--- src/design/ctw_pkg.sv ---
`timescale 1ns / 1ps
package ctw_pkg;

	// Screen geometry
	localparam int COLUMNS   = 80;
	localparam int ROWS      = 25;
	localparam int TAB_WIDTH = 4;
	localparam int CELLS     = ROWS * COLUMNS;

	localparam int COL_W  = $clog2(COLUMNS);
	localparam int ROW_W  = $clog2(ROWS);
	localparam int ADDR_W = $clog2(CELLS);
	localparam int SUM_W  = COL_W + 5;

	// Fixed widths of the channel fields
	localparam int FUNC_FW = 2;
	localparam int CHAR_FW = 8;
	localparam int IDX_FW  = 11;
	localparam int POS_FW  = 11;
	localparam int COL_FW  = 7;
	localparam int ROW_FW  = 5;
	localparam int ATTR_FW = 8;

	localparam logic [CHAR_FW-1:0] CH_TAB   = 8'h09;
	localparam logic [CHAR_FW-1:0] CH_LF    = 8'h0A;
	localparam logic [CHAR_FW-1:0] CH_CR    = 8'h0D;
	localparam logic [CHAR_FW-1:0] CH_SPACE = 8'h20;
	localparam logic [ATTR_FW-1:0] RESET_ATTR = 8'h0F;

	typedef enum logic [FUNC_FW-1:0] {
		FUNC_PUT   = 2'd0,
		FUNC_BKSP  = 2'd1,
		FUNC_CLEAR = 2'd2,
		FUNC_READ  = 2'd3
	} func_t;

	typedef struct packed {
		logic in_ready;
		logic take_in;
		logic exec;
		logic scroll_go;
		logic fill_go;
		logic sweep_run;
		logic load_out;
	} ctw_cmd_t;

	typedef struct packed {
		func_t func;
		logic  need_scroll;
		logic  sweep_last;
		logic  out_free;
	} ctw_stat_t;

endpackage

--- src/design/ctw_ctrl.sv ---
`timescale 1ns / 1ps
module ctw_ctrl import ctw_pkg::*; (
	input  logic      clk,
	input  logic      arst_n,
	input  logic      in_valid,
	input  ctw_stat_t stat,
	output ctw_cmd_t  cmd
);

	typedef enum logic [5:0] {
		S_INIT   = 6'b000001,
		S_IDLE   = 6'b000010,
		S_EXEC   = 6'b000100,
		S_SCROLL = 6'b001000,
		S_FILL   = 6'b010000,
		S_DONE   = 6'b100000
	} state_t;

	state_t state_q, state_nx;

	always_ff @(posedge clk or negedge arst_n) begin
		if (!arst_n) begin
			state_q <= S_INIT;
		end else begin
			state_q <= state_nx;
		end
	end

	always_comb begin
		cmd      = '0;
		state_nx = state_q;
		case (state_q)
			S_INIT: begin
				cmd.sweep_run = 1'b1;
				if (stat.sweep_last) begin
					state_nx = S_IDLE;
				end
			end
			S_IDLE: begin
				cmd.in_ready = 1'b1;
				if (in_valid) begin
					cmd.take_in = 1'b1;
					state_nx    = S_EXEC;
				end
			end
			S_EXEC: begin
				cmd.exec = 1'b1;
				if (stat.func == FUNC_CLEAR) begin
					cmd.fill_go = 1'b1;
					state_nx    = S_FILL;
				end else if (stat.need_scroll) begin
					cmd.scroll_go = 1'b1;
					state_nx      = S_SCROLL;
				end else begin
					state_nx = S_DONE;
				end
			end
			S_SCROLL, S_FILL: begin
				cmd.sweep_run = 1'b1;
				if (stat.sweep_last) begin
					state_nx = S_DONE;
				end
			end
			S_DONE: begin
				// hold the result until the output register can take it
				if (stat.out_free) begin
					cmd.load_out = 1'b1;
					cmd.in_ready = 1'b1;
					if (in_valid) begin
						cmd.take_in = 1'b1;
						state_nx    = S_EXEC;
					end else begin
						state_nx = S_IDLE;
					end
				end
			end
			default: begin
				state_nx = S_IDLE;
			end
		endcase
	end

endmodule

--- config.mk ---
export PLATFORM = sky130hd
export DESIGN_NAME = ctw_ctrl
export DESIGN_NICKNAME = d
export VERILOG_FILES = /design/src/design/ctw_pkg.sv /design/src/design/ctw_ctrl.sv
export SDC_FILE = /design/constraint.sdc
export NUM_CORES = 1
export LEC_CHECK = 0
export ABC_AREA = 1
export BUFFER_PORTS_ARGS = -buffer_cell sky130_fd_sc_hd__buf_2
export CELL_PAD_IN_SITES_DETAIL_PLACEMENT = 1
export CELL_PAD_IN_SITES_GLOBAL_PLACEMENT = 1
export CORE_AREA = 3 3 42 44
export CTS_CLUSTER_DIAMETER = 200
export DETAILED_ROUTE_END_ITERATION = 12
export DIE_AREA = 0 0 45 47
export GPL_TIMING_DRIVEN = 0
export PLACE_DENSITY = 0.83
export SLEW_MARGIN = 20
export SYNTH_ARGS = -nofsm -noshare
export SYNTH_HDL_FRONTEND = slang
export SYNTH_SLANG_ARGS = --single-unit
--- constraint.sdc ---
create_clock -name clk -period 3.5 [get_ports clk]
set_clock_uncertainty 0.2 [all_clocks]
set_input_delay 0.525 -clock clk [delete_from_list [all_inputs] [get_ports clk]]
set_output_delay 0.525 -clock clk [all_outputs]
set_load 0.02 [all_outputs]
==> results.cfg <==
[global_route]
grt_start_max_net_pins = 7
grt_pass1_vias = 517
grt-ovfl-total = 0
grt_antenna_before_repair = 0
grt_pass1_wl_um = 2100
grt.total_usage_pct = 13.6

[pwr]
combPwrFrac_pct = 58.8
power_density_nw_per_um2 = 704
power_frac_seq_pct = 25.9
power.total_mw = 0.444
p_switching_mw = 0.223
clock_power_share_pct = 15.3
leakage_nw = 0.381
ir_worst_vdd_mv = 0.429
p_int_mw = 0.221
netSwitchingFraction_pct = 50.2

[clock_tree]
clk_latency_ns = 0.24
cts-root-buf = clkbuf_4
tritoncts = built
htreeDepth = 1
post-cts-setup-buffer-count = 0
cts.reportedPaths.clkPinSlew_ns = 0.05
postCtsHoldBufs = 1
clockBufferDepth = 2
cts.repair.resized = 0
numCtsBuffers = 3
cts_num_sinks = 6

[synthesis]
synth_seq_area_share_pct = 30.0
syn-num-nets = 81
synth-compound-area-share_pct = 1.49
yosys.cell_types.count = 16
netlist_instances = 73
yosys.area_share.simple_pct = 54.3
netlist_area_um2 = 504
syn_area_per_cell_um2 = 6.91
synth_xor_area_share_pct = 0
async_flop_share_pct = 100
synth-seq-cells = 6
yosys-top-cells-area = dfrtp_1 (25%), nand3_2 (12%), inv_1 (8.9%)
ys_warn_count = 0
synth_fa_ha_area_share_pct = 0
yosysTopAreaCellShare_pct = 24.8
muxShareOfSynthArea_pct = 0
synth_top_flop_cell = dfrtp_1
synth-edff-count = 0
synth_top_cell_by_area = dfrtp_1
synthTopCellsByCount = inv_1 (12), nand2_1 (12), nor2_1 (10), inv_2 (6), nand3_2 (6)
synth_top_family_by_area = simple AND/OR/NAND/NOR gates

[placement]
place_congestion = 0.738
dpl_worst_slack_ns = 1.59
hpwl_um = 985
port_buffers = 14

[cells_and_area]
num-fill-cells = 202
regMostFlops = state_q
antenna_cells = 0
drive_above_1_share_pct = 45.7
largest_reg_flops = 6
top_regs = state_q x6
final_util_pct = 42.9
fin_nets = 101
syn2layout_area_growth_pct = 25.1

[die]
io_pins = 15
initial_core_util_pct = 34.3
coreArea_um2 = 1470
dieHeight_um = 47
fp-row-count = 14
dieArea_um2 = 2120
die_w_um = 45

[drt]
drc_errors = 0
ant_nets = 0
wl_per_cell_um = 10.7
firstDrtPassIters = 4
viasPerCell = 4.49
dr.first_iter.drc_count = 2
num_vias = 485
drt_wl_total_um = 1160

[timing]
relSlewSlack_pct = 87.3
tightestPinTransition_ns = 0.190
fmax_mhz = 471
layout_setup_ws_ns = 1.38
setup_viol = 0
fin_setup_tns_ns = 0
hold_viol = 0
rsz0062_at_grt = no
fin_crit_sh_pct = 60.6
slew_violations = 0
min_period_ns = 2.12

[run_status]
status = finished, final reports clean

[hold_path]
hold_class = in2reg

[critical_path]
cp-end-kind = primary output
crit_path_max_fanout = 6
crit_chain = nor2_4 > nand3_2 > nor2_2 > nor2_1 > nor2_1 > buf_2
crit_type = reg2out
required_ns = 2.77
cp-start-kind = register
cpPeakStageDelay_ns = 0.41
crit_slowest_cell = dfrtp_1
crit_buf_inv = 1
cpMostUsedCell = nor2_1
worstPathArrival_ns = 1.40
crit_family = simple AND/OR/NAND/NOR gates

[job]
drv_cap = 0
-- layer usage --
layer | share of wire (%) | GRT usage [%] | vias to the layer above | wire length (um)
li1 | - | - | 255 | -
met1 | 42 | 15.6 | 224 | 481
met2 | 57 | 25.1 | 6 | 653
met3 | 1.6 | 1.15 | 0 | 19
met4 | 0 | 7.02 | 0 | 0
met5 | 0 | 0 | - | 0
-- path summary, 6_finish.rpt --
path / from / to / slack, ns / cells past startpoint
worst min register to register: state_q[3] / state_q[3] / 0.38 / 2
worst max-delay path: state_q[2] / cmd[5] / 1.38 / 6
max in group asynchronous: arst_n / state_q[0] / 2.45 / 2
min in group asynchronous: arst_n / state_q[1] / 0.43 / 2
worst min-delay path: stat[1] / state_q[0] / 0.36 / 4
worst max register to register: state_q[0] / state_q[5] / 2.00 / 7
-- per-stage QoR --
stage	std cells	cell area, um^2	hold WS (ns)
2_1_floorplan	73	504	0.0294
3_3_place_gp	103	594	0.152
3_5_place_dp	103	594	0.155
4_1_cts	108	631	0.362
5_1_grt	108	631	0.390
6_report	108	631	0.360
-- layout by cell type, fill, tap and decap left out, drive strengths merged --
cell type and n:
nor3 1, clkbuf 4, nand3 11, nor2 17, buf 14, clkinv 1, nand4 1, dfstp 1
nand2 16, dlygate4sd3 1, and2 1, inv 18, dfrtp 5, o21bai 1
-- tightest hold or removal path: stages --
cell	delay (ns)
buf_2	0.08
inv_2	0.04
nand3_1	0.10
inv_1	0.05
-- cells by family (layout without fill, tap and decap cells) --
group	Yosys count	in the layout
AND/OR/NAND/NOR	47	47
buffers and inverters	19	38
flip-flops	6	6
AO/OA/AOI/OAI	1	1
-- cell type report --
type                    count  area, um^2  area share, %
repair buffers             15        80.1           12.7
multi-input cells          48         282           44.6
well taps                  16        20.0           3.17
flip-flops and latches      6         151           24.0
inverters                  19        71.3           11.3
clock buffers               4        26.3           4.17
-- power groups by stage --
| stage | logic, mW | registers [mW] | clock network (mW) |
|---|---|---|---|
| floorplan | 0.203 | 0.112 | 0 |
| global placement | 0.256 | 0.114 | 0 |
| detailed placement | 0.265 | 0.115 | 0 |
| CTS | 0.267 | 0.114 | 0.0713 |
| global route | 0.299 | 0.119 | 0.0739 |
| finish | 0.261 | 0.115 | 0.0679 |
No activity file was read; power rests on OpenSTA's default activity.
